File: src/rtl/slt_pkg.sv
// slt_pkg: shared types, character codes and result kinds for the shell line tokenizer
// no dependencies; used by every module of the block

package slt_pkg;

	// result kinds
	localparam logic [2:0] KIND_LETTER = 3'd0;
	localparam logic [2:0] KIND_WEND   = 3'd1;
	localparam logic [2:0] KIND_OP     = 3'd2;
	localparam logic [2:0] KIND_LINE   = 3'd3;
	localparam logic [2:0] KIND_REJECT = 3'd4;

	// scan modes (code 3 is unused and acts as in a word)
	localparam logic [1:0] MODE_BETWEEN = 2'd0;
	localparam logic [1:0] MODE_WORD    = 2'd1;
	localparam logic [1:0] MODE_QUOTE   = 2'd2;

	// held operator codes
	localparam logic [1:0] PEND_AMP = 2'd0;
	localparam logic [1:0] PEND_BAR = 2'd1;
	localparam logic [1:0] PEND_GT  = 2'd2;

	// character codes
	localparam logic [7:0] CH_NUL   = 8'h00;
	localparam logic [7:0] CH_TAB   = 8'h09;
	localparam logic [7:0] CH_NL    = 8'h0A;
	localparam logic [7:0] CH_SPACE = 8'h20;
	localparam logic [7:0] CH_QUOTE = 8'h22;
	localparam logic [7:0] CH_AMP   = 8'h26;
	localparam logic [7:0] CH_LPAR  = 8'h28;
	localparam logic [7:0] CH_RPAR  = 8'h29;
	localparam logic [7:0] CH_SEMI  = 8'h3B;
	localparam logic [7:0] CH_LT    = 8'h3C;
	localparam logic [7:0] CH_GT    = 8'h3E;
	localparam logic [7:0] CH_BAR   = 8'h7C;

	// one result word
	typedef struct packed {
		logic [2:0] kind;
		logic [7:0] value;
		logic       double_op;
	} result_t;

	// all results of one input byte: one, or two when two is set
	typedef struct packed {
		logic    two;
		result_t r0;
		result_t r1;
	} entry_t;

	// character of a held operator
	function automatic logic [7:0] pend_char(input logic [1:0] code);
		logic [7:0] ch;
		case (code)
			PEND_BAR: ch = CH_BAR;
			PEND_GT:  ch = CH_GT;
			default:  ch = CH_AMP;
		endcase
		return ch;
	endfunction

endpackage

File: src/rtl/slt_front.sv
// slt_front: accepts input bytes, runs the lexer state and forms the results of each byte
// depends on slt_pkg; feeds slt_fifo

module slt_front import slt_pkg::*; (
	input  logic       clk,
	input  logic       arst_n,
	input  logic       in_valid,
	output logic       in_stall,
	input  logic [7:0] byte_in,
	input  logic       q_full,
	output logic       push,
	output entry_t     entry
);

	logic [1:0] mode_q;
	logic       has_q;
	logic       pend_v_q;
	logic [1:0] pend_op_q;
	logic       rest_q;

	logic [1:0] mode_d;
	logic       has_d;
	logic       pend_v_d;
	logic [1:0] pend_op_d;
	logic       rest_d;

	result_t    res [2];
	logic [1:0] cnt;
	logic       done;
	logic [7:0] pch;
	logic       accept;
	logic       is_letter;

	assign in_stall = q_full;
	assign accept   = in_valid && !q_full;

	// plain word letter: no separator, operator, quote, nul or newline
	assign is_letter = (byte_in != CH_NL)    && (byte_in != CH_NUL)  &&
	                   (byte_in != CH_SPACE) && (byte_in != CH_TAB)  &&
	                   (byte_in != CH_AMP)   && (byte_in != CH_BAR)  &&
	                   (byte_in != CH_GT)    && (byte_in != CH_LPAR) &&
	                   (byte_in != CH_RPAR)  && (byte_in != CH_SEMI) &&
	                   (byte_in != CH_LT)    && (byte_in != CH_QUOTE);

	// lexer step: next state and up to two results
	always_comb begin
		mode_d    = mode_q;
		has_d     = has_q;
		pend_v_d  = pend_v_q;
		pend_op_d = pend_op_q;
		rest_d    = rest_q;
		res[0]    = '0;
		res[1]    = '0;
		cnt       = 2'd0;
		done      = 1'b0;
		pch       = pend_char(pend_op_q);

		if (rest_q) begin
			// rest of the line ignored, only quotes still counted
			if (byte_in == CH_NL) begin
				res[cnt[0]].kind = (mode_q == MODE_QUOTE) ? KIND_REJECT : KIND_LINE;
				cnt       = cnt + 2'd1;
				mode_d    = MODE_BETWEEN;
				has_d     = 1'b0;
				pend_v_d  = 1'b0;
				pend_op_d = PEND_AMP;
				rest_d    = 1'b0;
			end else if (byte_in == CH_QUOTE) begin
				mode_d = (mode_q == MODE_QUOTE) ? MODE_BETWEEN : MODE_QUOTE;
			end
		end else if (mode_q == MODE_QUOTE) begin
			// inside quotes every byte but quote and newline is a letter
			if (byte_in == CH_NL) begin
				res[cnt[0]].kind = KIND_REJECT;
				cnt       = cnt + 2'd1;
				mode_d    = MODE_BETWEEN;
				has_d     = 1'b0;
				pend_v_d  = 1'b0;
				pend_op_d = PEND_AMP;
			end else if (byte_in == CH_QUOTE) begin
				mode_d = MODE_WORD;
			end else begin
				res[cnt[0]].kind  = KIND_LETTER;
				res[cnt[0]].value = byte_in;
				cnt   = cnt + 2'd1;
				has_d = 1'b1;
			end
		end else begin
			// resolve a held operator against this byte
			if (pend_v_q) begin
				pend_v_d  = 1'b0;
				pend_op_d = PEND_AMP;
				res[cnt[0]].kind  = KIND_OP;
				res[cnt[0]].value = pch;
				if (byte_in == pch) begin
					res[cnt[0]].double_op = 1'b1;
					done = 1'b1;
				end
				cnt = cnt + 2'd1;
			end
			if (!done) begin
				if (is_letter) begin
					// word letter
					res[cnt[0]].kind  = KIND_LETTER;
					res[cnt[0]].value = byte_in;
					cnt    = cnt + 2'd1;
					has_d  = 1'b1;
					mode_d = MODE_WORD;
				end else if (byte_in == CH_QUOTE) begin
					mode_d = MODE_QUOTE;
				end else begin
					// every other class closes the open word first
					if (has_q) begin
						res[cnt[0]].kind = KIND_WEND;
						cnt = cnt + 2'd1;
					end
					has_d  = 1'b0;
					mode_d = MODE_BETWEEN;
					if (byte_in == CH_NL) begin
						res[cnt[0]].kind = KIND_LINE;
						cnt       = cnt + 2'd1;
						pend_v_d  = 1'b0;
						pend_op_d = PEND_AMP;
					end else if (byte_in == CH_NUL) begin
						rest_d = 1'b1;
					end else if (byte_in == CH_AMP) begin
						pend_v_d  = 1'b1;
						pend_op_d = PEND_AMP;
					end else if (byte_in == CH_BAR) begin
						pend_v_d  = 1'b1;
						pend_op_d = PEND_BAR;
					end else if (byte_in == CH_GT) begin
						pend_v_d  = 1'b1;
						pend_op_d = PEND_GT;
					end else if (byte_in == CH_LPAR || byte_in == CH_RPAR ||
					             byte_in == CH_SEMI || byte_in == CH_LT) begin
						res[cnt[0]].kind  = KIND_OP;
						res[cnt[0]].value = byte_in;
						cnt = cnt + 2'd1;
					end
				end
			end
		end
	end

	// queue write
	assign push     = accept && (cnt != 2'd0);
	assign entry.two = cnt[1];
	assign entry.r0  = res[0];
	assign entry.r1  = res[1];

	// lexer state
	always_ff @(posedge clk or negedge arst_n) begin
		if (!arst_n) begin
			mode_q    <= MODE_BETWEEN;
			has_q     <= 1'b0;
			pend_v_q  <= 1'b0;
			pend_op_q <= PEND_AMP;
			rest_q    <= 1'b0;
		end else if (accept) begin
			mode_q    <= mode_d;
			has_q     <= has_d;
			pend_v_q  <= pend_v_d;
			pend_op_q <= pend_op_d;
			rest_q    <= rest_d;
		end
	end

	// a held operator always follows a closed word
	a_pend_no_word: assert property (@(posedge clk) disable iff (!arst_n)
		pend_v_q |-> !has_q)
		else $error("held operator while a word is open");

endmodule

File: src/rtl/slt_fifo.sv
// slt_fifo: short queue of result entries between the front and back parts
// depends on slt_pkg for the entry type

module slt_fifo import slt_pkg::*; #(
	parameter int DEPTH = 4
) (
	input  logic   clk,
	input  logic   arst_n,
	input  logic   push,
	input  entry_t wdata,
	output logic   full,
	input  logic   pop,
	output entry_t rdata,
	output logic   empty
);

	localparam int AW = (DEPTH > 1) ? $clog2(DEPTH) : 1;
	localparam int CW = $clog2(DEPTH + 1);

	entry_t        mem [DEPTH];
	logic [AW-1:0] wr_ptr_q;
	logic [AW-1:0] rd_ptr_q;
	logic [CW-1:0] count_q;

	assign full  = (count_q == CW'(DEPTH));
	assign empty = (count_q == '0);
	assign rdata = mem[rd_ptr_q];

	// storage
	always_ff @(posedge clk) begin
		if (push) begin
			mem[wr_ptr_q] <= wdata;
		end
	end

	// pointers and fill count
	always_ff @(posedge clk or negedge arst_n) begin
		if (!arst_n) begin
			wr_ptr_q <= '0;
			rd_ptr_q <= '0;
			count_q  <= '0;
		end else begin
			if (push) begin
				wr_ptr_q <= (wr_ptr_q == AW'(DEPTH - 1)) ? '0 : wr_ptr_q + AW'(1);
			end
			if (pop) begin
				rd_ptr_q <= (rd_ptr_q == AW'(DEPTH - 1)) ? '0 : rd_ptr_q + AW'(1);
			end
			if (push && !pop) begin
				count_q <= count_q + CW'(1);
			end else if (pop && !push) begin
				count_q <= count_q - CW'(1);
			end
		end
	end

	a_no_overflow: assert property (@(posedge clk) disable iff (!arst_n)
		push |-> (!full || pop))
		else $error("queue written while full");

	a_no_underflow: assert property (@(posedge clk) disable iff (!arst_n)
		pop |-> !empty)
		else $error("queue read while empty");

endmodule

File: src/rtl/slt_back.sv
// slt_back: takes queue entries and hands out one result word per cycle unless stalled
// depends on slt_pkg; fed by slt_fifo

module slt_back import slt_pkg::*; (
	input  logic       clk,
	input  logic       arst_n,
	input  logic       q_empty,
	input  entry_t     q_data,
	output logic       pop,
	output logic       out_valid,
	input  logic       out_stall,
	output logic [2:0] kind,
	output logic [7:0] value,
	output logic       double_op,
	output logic       last
);

	entry_t  cur_q;
	logic    cur_v_q;
	logic    idx_q;
	result_t sel;
	logic    taken;
	logic    finish;

	assign sel       = idx_q ? cur_q.r1 : cur_q.r0;
	assign out_valid = cur_v_q;
	assign kind      = sel.kind;
	assign value     = sel.value;
	assign double_op = sel.double_op;
	assign last      = idx_q || !cur_q.two;

	assign taken  = cur_v_q && !out_stall;
	assign finish = taken && last;
	assign pop    = !q_empty && (!cur_v_q || finish);

	// current entry payload
	always_ff @(posedge clk) begin
		if (pop) begin
			cur_q <= q_data;
		end
	end

	// output control
	always_ff @(posedge clk or negedge arst_n) begin
		if (!arst_n) begin
			cur_v_q <= 1'b0;
			idx_q   <= 1'b0;
		end else if (pop) begin
			cur_v_q <= 1'b1;
			idx_q   <= 1'b0;
		end else if (finish) begin
			cur_v_q <= 1'b0;
			idx_q   <= 1'b0;
		end else if (taken) begin
			idx_q <= 1'b1;
		end
	end

	a_second_only_if_two: assert property (@(posedge clk) disable iff (!arst_n)
		(cur_v_q && idx_q) |-> cur_q.two)
		else $error("second result shown for a one-result entry");

	a_first_then_second: assert property (@(posedge clk) disable iff (!arst_n)
		(taken && !last) |=> (cur_v_q && idx_q))
		else $error("second result of an entry lost");

endmodule

File: src/rtl/shell_line_tokenizer.sv
// shell_line_tokenizer: streaming command line lexer, one byte in per cycle unless stalled
// throughput: one byte per cycle in while in_stall is low, one result word per cycle out
// while out_stall is low; a byte with two results holds the output for both of its words,
// and the result queue absorbs the difference
// reset: arst_n clears the lexer state, the queue and the output register
// depends on slt_pkg, slt_front, slt_fifo, slt_back

module shell_line_tokenizer import slt_pkg::*; #(
	parameter int QUEUE_DEPTH = 4
) (
	input  logic       clk,
	input  logic       arst_n,
	input  logic       in_valid,
	output logic       in_stall,
	input  logic [7:0] byte_in,
	output logic       out_valid,
	input  logic       out_stall,
	output logic [2:0] kind,
	output logic [7:0] value,
	output logic       double_op,
	output logic       last
);

	logic   q_full;
	logic   q_empty;
	logic   push;
	logic   pop;
	entry_t wr_entry;
	entry_t rd_entry;

	// front: classify bytes and form results
	slt_front u_front (
		.clk      (clk),
		.arst_n   (arst_n),
		.in_valid (in_valid),
		.in_stall (in_stall),
		.byte_in  (byte_in),
		.q_full   (q_full),
		.push     (push),
		.entry    (wr_entry)
	);

	// queue between front and back
	slt_fifo #(
		.DEPTH (QUEUE_DEPTH)
	) u_fifo (
		.clk    (clk),
		.arst_n (arst_n),
		.push   (push),
		.wdata  (wr_entry),
		.full   (q_full),
		.pop    (pop),
		.rdata  (rd_entry),
		.empty  (q_empty)
	);

	// back: serialize results onto the output channel
	slt_back u_back (
		.clk       (clk),
		.arst_n    (arst_n),
		.q_empty   (q_empty),
		.q_data    (rd_entry),
		.pop       (pop),
		.out_valid (out_valid),
		.out_stall (out_stall),
		.kind      (kind),
		.value     (value),
		.double_op (double_op),
		.last      (last)
	);

endmodule
File: config.mk
export PLATFORM = sky130hd
export DESIGN_NAME = shell_line_tokenizer
export DESIGN_NICKNAME = d
export VERILOG_FILES = /design/src/rtl/slt_pkg.sv /design/src/rtl/slt_front.sv /design/src/rtl/slt_fifo.sv /design/src/rtl/slt_back.sv /design/src/rtl/shell_line_tokenizer.sv
export SDC_FILE = /design/constraint.sdc
export NUM_CORES = 1
export LEC_CHECK = 0
export ABC_CLOCK_PERIOD_IN_PS = 4550
export BUFFER_PORTS_ARGS = -buffer_cell sky130_fd_sc_hd__buf_2
export CELL_PAD_IN_SITES_DETAIL_PLACEMENT = 0
export CELL_PAD_IN_SITES_GLOBAL_PLACEMENT = 2
export CORE_MARGIN = 2
export CORE_UTILIZATION = 45
export DETAILED_ROUTE_END_ITERATION = 12
export PLACE_DENSITY_LB_ADDON = 0.1
export SLEW_MARGIN = 25
export SYNTH_ARGS = -nofsm -noshare
export SYNTH_HDL_FRONTEND = slang
export SYNTH_SLANG_ARGS = --single-unit
File: constraint.sdc
create_clock -name clk -period 4.55 [get_ports clk]
set_input_delay 0.6825 -clock clk [delete_from_list [all_inputs] [get_ports clk]]
set_output_delay 0.6825 -clock clk [all_outputs]
set_load 0.005 [all_outputs]
==> summary.txt, run 1 <==
Run status
  – Status: completed

Global route
  – GRT Residual Overflow: 0
  – Antenna violations before repair: 0
  – GR Util All Layers: 18.5%
  – Vias in the first global route: 3,487
  – First-pass GRT wire length: 19,400 um
  – Pin count of the biggest net entering global routing: 27

Power and ir drop
  – PwrDens: 620 nW/um^2
  – Leakage: 2.50 nW
  – Max IR drop VDD: 246 uV
  – Total chip power: 4.34 mW

Timing
  – Tcrit/Tclk final: 81.4%
  – Fin. Hold Viols: 0
  – RSZ-0062 raised after global routing: no
  – Least-Margin Pin Slew: 0.940 ns
  – Final Slew Violations: 0
  – Achievable Freq: 0.270 GHz
  – Clock Skews: 0.00684 ns
  – Clock period minus final worst setup slack: 3.70 ns
  – Final TNS setup: 0 ns
  – Slew HR: 37.3%
  – Final Setup Violations: 0

Route
  – Via count: 3,446
  – Final wirelength: 12,100 um
  – First-pass DRT Iterations: 4
  – Drt wl/cell: between 15 and 20 um
  – Via-to-Cell Ratio: 5.53
  – Post-route antenna net violation count: 0
  – Initial DRC Count: 189
  – Post-route DRC: 0

Job
  – Max-cap viol count: 0

Logic synthesis
  – Post-synth top area share: 57.7%
  – Mapped Avg Cell Area: 15.0 sq um
  – Yosys top cell by area: edfxtp_1
  – Sequential area share after synthesis: between 60% and 70%
  – Async SR Flop Fraction: 12.2%
  – Main synth FF type: edfxtp_1
  – EDFF count, synth: 115
  – Top cells by area, synth: edfxtp_1 (58%), mux4_2 (8.7%), dfrtp_1 (6.7%)
  – Cell variety after synth: roughly 60
  – Synth warnings: 0
  – Syn Inst Count: between 300 and 400
  – Register bit total from synthesis: 131
  – Post-Syn Area: 5990 sq um
  – Post-synthesis net count: 424

Critical path
  – Critical Path AT: roughly 4 ns
  – Worst Setup Start Kind: input port
  – Family with the most delay on the worst path: compound AO/OA/AOI/OAI gates
  – Worst Path Buf+Inv: 3
  – Slowest CP cell: o311ai_1
  – Worst r2r path cells: 11
  – Worst r2r dst: u_fifo.count_q[1]
  – Critical Path RT: 4.85 ns
  – CP Max Fanout: 12
  – CP Cell Sequence: buf_2 -> and4b_1 -> o311ai_1 -> inv_1 -> ha_1 -> nor3_1 -> o21ai_0 -> o31ai_1 -> a21oi_1 -> o41a_4 -> ha_1 -> inv_1 -> fa_1 -> mux2_2
  – R2r startpoint: u_front.pend_op_q[0]
  – Crit path capture type: flop
  – Kind of critical path: input port to flop
  – Delay of the slowest cell on the worst path: around 0.5 ns
  – R2R setup slack: 1.33 ns

Placed design
  – I/O Buffers: 26
  – DPL Wire Length: between 8000 and 9000 um
  – GPL Wtd Cong: 0.828

Clocking
  – CTS Sinks: 131
  – Root Buffer: clkbuf_16
  – CTS resizes: 0
  – Post-CTS Hold Fix Bufs: 0
  – Num CTS Buffers: 17
  – Post-CTS Setup Bufs: 0
  – CTS max path bufs: 2
  – Worst-path clk slew: 0.06 ns
  – CTS tree: yes
  – H-tree Lvls: 4
  – Worst-Skew Late Latency: between 0.4 and 0.5 ns

Final layout
  – Filler cell count in the final layout: 1,071
  – NumNets Final: 460
  – Final Util: 53.3%
  – N_diodes: 0
  – Area Overhead vs Synth: 16.9%
  – Share of cells above drive strength 1: between 20% and 30%

Die
  – Die span in y: 119 um
  – Core area: 13,100 sq um
  – Row cnt: 42
  – Overall die width: 119 um
  – Number of I/O pins: 27
  – Die area: 14,200 sq um
  – Starting density of the core: roughly 46%

Hold path
  – Worst hold path type: input port to asynchronous set/reset pin
-- synthesized netlist by cell type (all sizes together), types with 12 or more instances --
cell type and n:
ha 13, clkbuf 15, inv 12, mux2 13
nor2 16, a21oi 13, mux4 23, and2 12
nand2 27, edfxtp 115, dfrtp 16
-- worst max path at each step --
stage | start | end | depth (start not counted)
after floorplan | byte_in[2] | u_fifo.count_q[1] | 13
after global placement | byte_in[2] | u_fifo.count_q[1] | 13
after detailed placement | byte_in[2] | u_fifo.count_q[1] | 13
after CTS | byte_in[2] | u_fifo.count_q[1] | 14
after global routing | byte_in[1] | u_fifo.count_q[1] | 14
final | byte_in[2] | u_fifo.count_q[1] | 14
-- layout by cell type (no fill, tap or decap), types with 3 or more instances in the layout --
cell / count
edfxtp_1: 115
nand2_1: 27
buf_2: 26
mux4_2: 23
clkbuf_16: 17
nor2_1: 16
dfrtp_1: 15
buf_4: 14
ha_1: 13
and2_1: 12
a21oi_1: 12
inv_1: 12
mux2_2: 11
nor2b_1: 10
nor3_1: 10
o21ai_0: 10
nand3_1: 8
a211oi_1: 6
nor3b_1: 5
nor4_1: 5
bufinv_16: 5
o21a_1: 4
o31ai_1: 4
nand2b_1: 4
inv_6: 4
xor2_1: 3
nand4_1: 3
or3_1: 3
clkinvlp_4: 3
-- layout make-up --
class                           instances  area (sq um)  share of cell area, %
Sequential cell                       131          3850                   55.1
Inverter                               12          45.0                  0.644
Clock inverter                         14           225                   3.22
Clock buffer                           18           429                   6.13
Multi-Input combinational cell        232          1990                   28.4
Tap cell                              176           220                   3.15
Timing Repair Buffer                   40           235                   3.36
-- routing by layer --
metal  global-route usage, %  share of wire, %
met5                       0                 0
met4                    8.01               2.1
met3                    3.74               3.0
met2                    30.0                49
met1                    24.3                45
-- where the power goes --
group          internal, mW  leakage [nW]  switching [mW]  total, mW
sequential             1.71          1.26           0.158       1.87
clock                 0.980         0.308           0.512       1.49
combinational         0.488         0.931           0.487      0.975
total                  3.18          2.50            1.16       4.34
-- kinds of logic (layout without fill, tap and decap cells) --
kind of cell,Yosys count,after routing,synth area share [%]
AOI/OAI and AO/OA,59,59,7.00
buffers and inverters,35,84,2.40
DFF,131,131,64.4
xor gates and xnor gates,5,5,0.732
adders and majority gates,14,14,3.05
muxes,38,38,11.6
and+or+nand+nor,116,116,10.9
-- registers in the layout (all words and copies together) (netlist names) --
| register | count |
|---|---|
| u_front.pend_v_q | 1 |
| u_front.rest_q | 1 |
| u_fifo.mem | 92 |
| u_front.mode_q | 2 |
| u_front.has_q | 1 |
| u_fifo.count_q | 3 |
| u_fifo.rd_ptr_q | 2 |
| u_back.idx_q | 1 |
| u_front.pend_op_q | 2 |
| u_fifo.wr_ptr_q | 2 |
| u_back.cur_q | 23 |
| u_back.out_valid | 1 |
-- stage by stage --
step / setup slack, ns / instances / hold WS [ns] / cell area, sq um
after floorplan: 0.856 / 398 / 0.387 / 5990
after global placement: 0.447 / 591 / 0.471 / 6340
after detailed placement: 0.420 / 591 / 0.480 / 6340
after CTS: 0.841 / 623 / 0.204 / 7000
after global routing: 0.564 / 623 / 0.209 / 7000
final: 0.847 / 623 / 0.195 / 7000
Note: power is estimated with default switching activity, not from simulation.
==> run 2: changes to the inputs <==
- ABC_AREA: default -> 1
- ABC_CLOCK_PERIOD_IN_PS: 4550 -> 3000
- CORE_UTILIZATION: 45 -> 37
- clock period: 4.55 -> 3 ns (I/O delays scaled with it)
==> run 2 against run 1 <==
Net effect:
- critical endpoint unchanged
- flip-flop and latch count unchanged
- combinational power up 110%
- register-to-register slack worse by 1.2 ns
- cell count up 48%
- critical path depth down 5
==> summary.txt, run 2 <==
Run status
  – Status: completed (unchanged)

Route
  – Initial DRC Count: 285 (was 189)
  – Via-to-Cell Ratio: 4.91 (was 5.53)
  – Via count: 4,537 (was 3,446)
  – First-pass DRT Iterations: 5 (was 4)
  – Post-route DRC: 0 (unchanged)
  – Drt wl/cell: 16.8 um (was 19.4 um)
  – Post-route antenna net violation count: 0 (unchanged)
  – Final wirelength: 15,500 um (was 12,100 um)

Critical path
  – Slowest CP cell: o21ai_0 (was o311ai_1)
  – Kind of critical path: flop to flop (was input port to flop)
  – Worst Setup Start Kind: flop (was input port)
  – Critical Path AT: 3.15 ns (was 4.00 ns)
  – Worst Path Buf+Inv: 3 (unchanged)
  – Crit path capture type: flop (unchanged)
  – Family with the most delay on the worst path: adder cells (was compound AO/OA/AOI/OAI gates)
  – Delay of the slowest cell on the worst path: 0.47 ns (was 0.49 ns)
  – Critical Path RT: 3.29 ns (was 4.85 ns)
  – CP dominant cell by count: inv_1
  – CP Max Fanout: 7 (was 12)
  – CP Cell Sequence: or2_2 -> o21ai_0 -> inv_1 -> nand2_8 -> inv_2 -> ha_1 -> inv_1 -> fa_1 -> mux2_2 (was buf_2 -> and4b_1 -> o311ai_1 -> inv_1 -> ha_1 -> nor3_1 -> o21ai_0 -> o31ai_1 -> a21oi_1 -> o41a_4 -> ha_1 -> inv_1 -> fa_1 -> mux2_2)

Power and ir drop
  – Max IR drop VDD: 404 uV (was 246 uV)
  – PwrDens: 872 nW/um^2 (was 620 nW/um^2)
  – Total chip power: 6.69 mW (was 4.34 mW)
  – Leakage: 3.08 nW (was 2.50 nW)

Placed design
  – GPL Wtd Cong: 0.840 (was 0.828)
  – I/O Buffers: 26 (unchanged)
  – Placed cell areas: 7090 sq um (was 6340 sq um)
  – Setup WS pre-CTS: -0.190 ns (was 0.420 ns)
  – DPL Wire Length: 10,700 um (was 8050 um)

Clocking
  – CTS max path bufs: 2 (unchanged)
  – H-tree Lvls: 4 (unchanged)
  – Num CTS Buffers: 17 (unchanged)
  – Worst-path clk slew: 0.05 ns (was 0.06 ns)
  – CTS tree: yes (unchanged)
  – CTS Sinks: 131 (unchanged)
  – Root Buffer: clkbuf_16 (unchanged)
  – Worst-Skew Late Latency: 0.41 ns (was 0.42 ns)

Global route
  – GR Util All Layers: 18.4% (was 18.5%)
  – Vias in the first global route: 4,446 (was 3,487)
  – Pin count of the biggest net entering global routing: 49 (was 27)
  – GRT Residual Overflow: 0 (unchanged)
  – First-pass GRT wire length: 24,300 um (was 19,400 um)
  – Antenna violations before repair: 0 (unchanged)

Die
  – Row cnt: 47 (was 42)
  – Die span in y: 133 um (was 119 um)
  – Number of I/O pins: 27 (unchanged)
  – Core area: 16,400 sq um (was 13,100 sq um)
  – Starting density of the core: 37.6% (was 45.6%)
  – Die area: 17,700 sq um (was 14,200 sq um)
  – Overall die width: 133 um (was 119 um)

Final layout
  – N_diodes: 0 (unchanged)
  – Final instance area: 7670 sq um (was 7000 sq um)
  – Max reg flops: 92 (unchanged)
  – Largest registers: u_fifo.mem x92, u_back.cur_q x23, u_fifo.count_q x3 (unchanged)
  – Area Overhead vs Synth: 24.4% (was 16.9%)
  – Most frequent cells in the layout: edfxtp_1 (115), nand2_1 (93), nor2_1 (92) (was edfxtp_1 (115), nand2_1 (27), buf_2 (26))
  – Share of cells above drive strength 1: 23.7% (was 26.0%)
  – Commonest non-fill, non-tap cell in the layout: edfxtp_1 (unchanged)
  – Largest register by flop count: u_fifo.mem (unchanged)
  – NumNets Final: 719 (was 460)

Timing
  – Final worst setup slack: 0.146 ns (was 0.847 ns)
  – Fin. Hold Viols: 0 (unchanged)
  – Slew HR: 55.0% (was 37.3%)
  – Hold Worst Slack: 0.375 ns (was 0.195 ns)
  – Achievable Freq: between 0.3 and 0.4 GHz
  – Clock Skews: 0.00923 ns (was 0.00684 ns)
  – Tcrit/Tclk final: 95.1%
  – RSZ-0062 raised after global routing: yes (was no)
  – Least-Margin Pin Slew: 0.670 ns (was 0.940 ns)
  – Final Slew Violations: 0 (unchanged)
  – Final Setup Violations: 0 (unchanged)
  – Clock period minus final worst setup slack: 2.85 ns
  – Final TNS setup: 0 ns (unchanged)

Hold path
  – Worst hold path type: input port to flop (was input port to asynchronous set/reset pin)

Logic synthesis
  – Mapped Avg Cell Area: 10.3 sq um (was 15.0 sq um)
  – Top cells by area, synth: edfxtp_1 (56%), dfrtp_1 (6.5%), o21ai_0 (6.3%) (was edfxtp_1 (58%), mux4_2 (8.7%), dfrtp_1 (6.7%))
  – Cell variety after synth: 39 (was 59)
  – Mux cell area share after synthesis: 0.183% (was 11.6%)
  – Post-synth top area share: 56.0% (was 57.7%)
  – Synth warnings: 0 (unchanged)
  – EDFF count, synth: 115 (unchanged)
  – Compound-Gate Fraction of Synth Area: 12.0% (was 7.00%)
  – Simple-Gate Fraction of Synth Area: 17.3% (was 10.9%)
  – Post-Syn Area: 6170 sq um (was 5990 sq um)
  – Main synth FF type: edfxtp_1 (unchanged)
  – Largest family of logic cells by synthesized area: simple AND/OR/NAND/NOR gates (was multiplexers)
  – Sequential area share after synthesis: 62.5% (was 64.4%)
  – Syn Inst Count: 596 (was 398)
  – XOR/XNOR Fraction of Synth Area: 0.284% (was 0.732%)
  – Yosys top cell by area: edfxtp_1 (unchanged)
  – Area share of fa/ha/maj cells after synthesis: 2.96% (was 3.05%)
  – Post-synthesis net count: 622 (was 424)
  – Async SR Flop Fraction: 12.2% (unchanged)
  – Top cells by instance count after synthesis: edfxtp_1 (115), nand2_1 (93), nor2_1 (93) (was edfxtp_1 (115), nand2_1 (27), mux4_2 (23))
  – Register bit total from synthesis: 131 (unchanged)
  – Cell with the most instances after synthesis: edfxtp_1 (unchanged)

Job
  – Max-cap viol count: 0 (unchanged)
-- run 2: cells by family after synthesis --
kind of cell	count (synthesis)
AOI/OAI and AO/OA	134
xor gates and xnor gates	2
adders and majority gates	14
buffers and inverters	74
DFF	131
muxes	1
and+or+nand+nor	240
-- run 2: worst paths after layout --
check,from,to,slack [ns],cells after the start
max,u_fifo.count_q[0],u_fifo.count_q[1],0.15,9
min,out_stall,u_back.idx_q,0.37,3
max reg2reg,u_fifo.count_q[0],u_fifo.count_q[1],0.15,9
min reg2reg,u_fifo.count_q[2],u_back.out_valid,0.50,2
max in group asynchronous,arst_n,u_front.rest_q,2.18,2
min in group asynchronous,arst_n,u_fifo.rd_ptr_q[1],0.51,2
-- run 2: per-layer routing --
layer | wire length [um] | vias to the layer above | GRT usage [%]
met5 | 0 | - | 0
met1 | 7120 | 2173 | 23.4
met2 | 7730 | 88 | 31.1
met3 | 482 | 13 | 4.22
met4 | 191 | 0 | 6.32
li1 | - | 2263 | -
-- run 2: report_power, final --
group | switching [mW] | internal (mW) | leakage (nW) | total, mW
Clock | 0.673 | 1.19 | 0.260 | 1.87
Combinational | 1.28 | 0.735 | 1.55 | 2.01
Sequential | 0.199 | 2.61 | 1.28 | 2.81
-- run 2: metrics by stage --
step           utilization (%)  std cells
2_1_floorplan                -        596
5_1_grt                   46.7        924
3_5_place_dp              43.2        892
6_report                  46.7        924
4_1_cts                   46.5        923
3_3_place_gp              43.2        892
-- run 2: tightest hold or removal path, cell delays in order --
cell    delay [ns]
buf_2         0.08
nor2_1        0.04
o21a_1        0.18
-- run 2: timing repair --
item	CTS	global route
gates resized for setup	0	6
hold buffers	1	0
setup buffers	0	1
endpoints found under the hold margin	16	0
endpoints found under the setup margin	0	2
-- run 2: layout make-up --
cell class	count	area (sq um)
Inverter	52	198
Fill cell	1517	8740
Sequential cell	131	3850
Clock inverter	9	90.1
Timing Repair Buffer	100	763
Clock buffer	21	440
Multi-Input combinational cell	391	2050
Tap cell	220	275
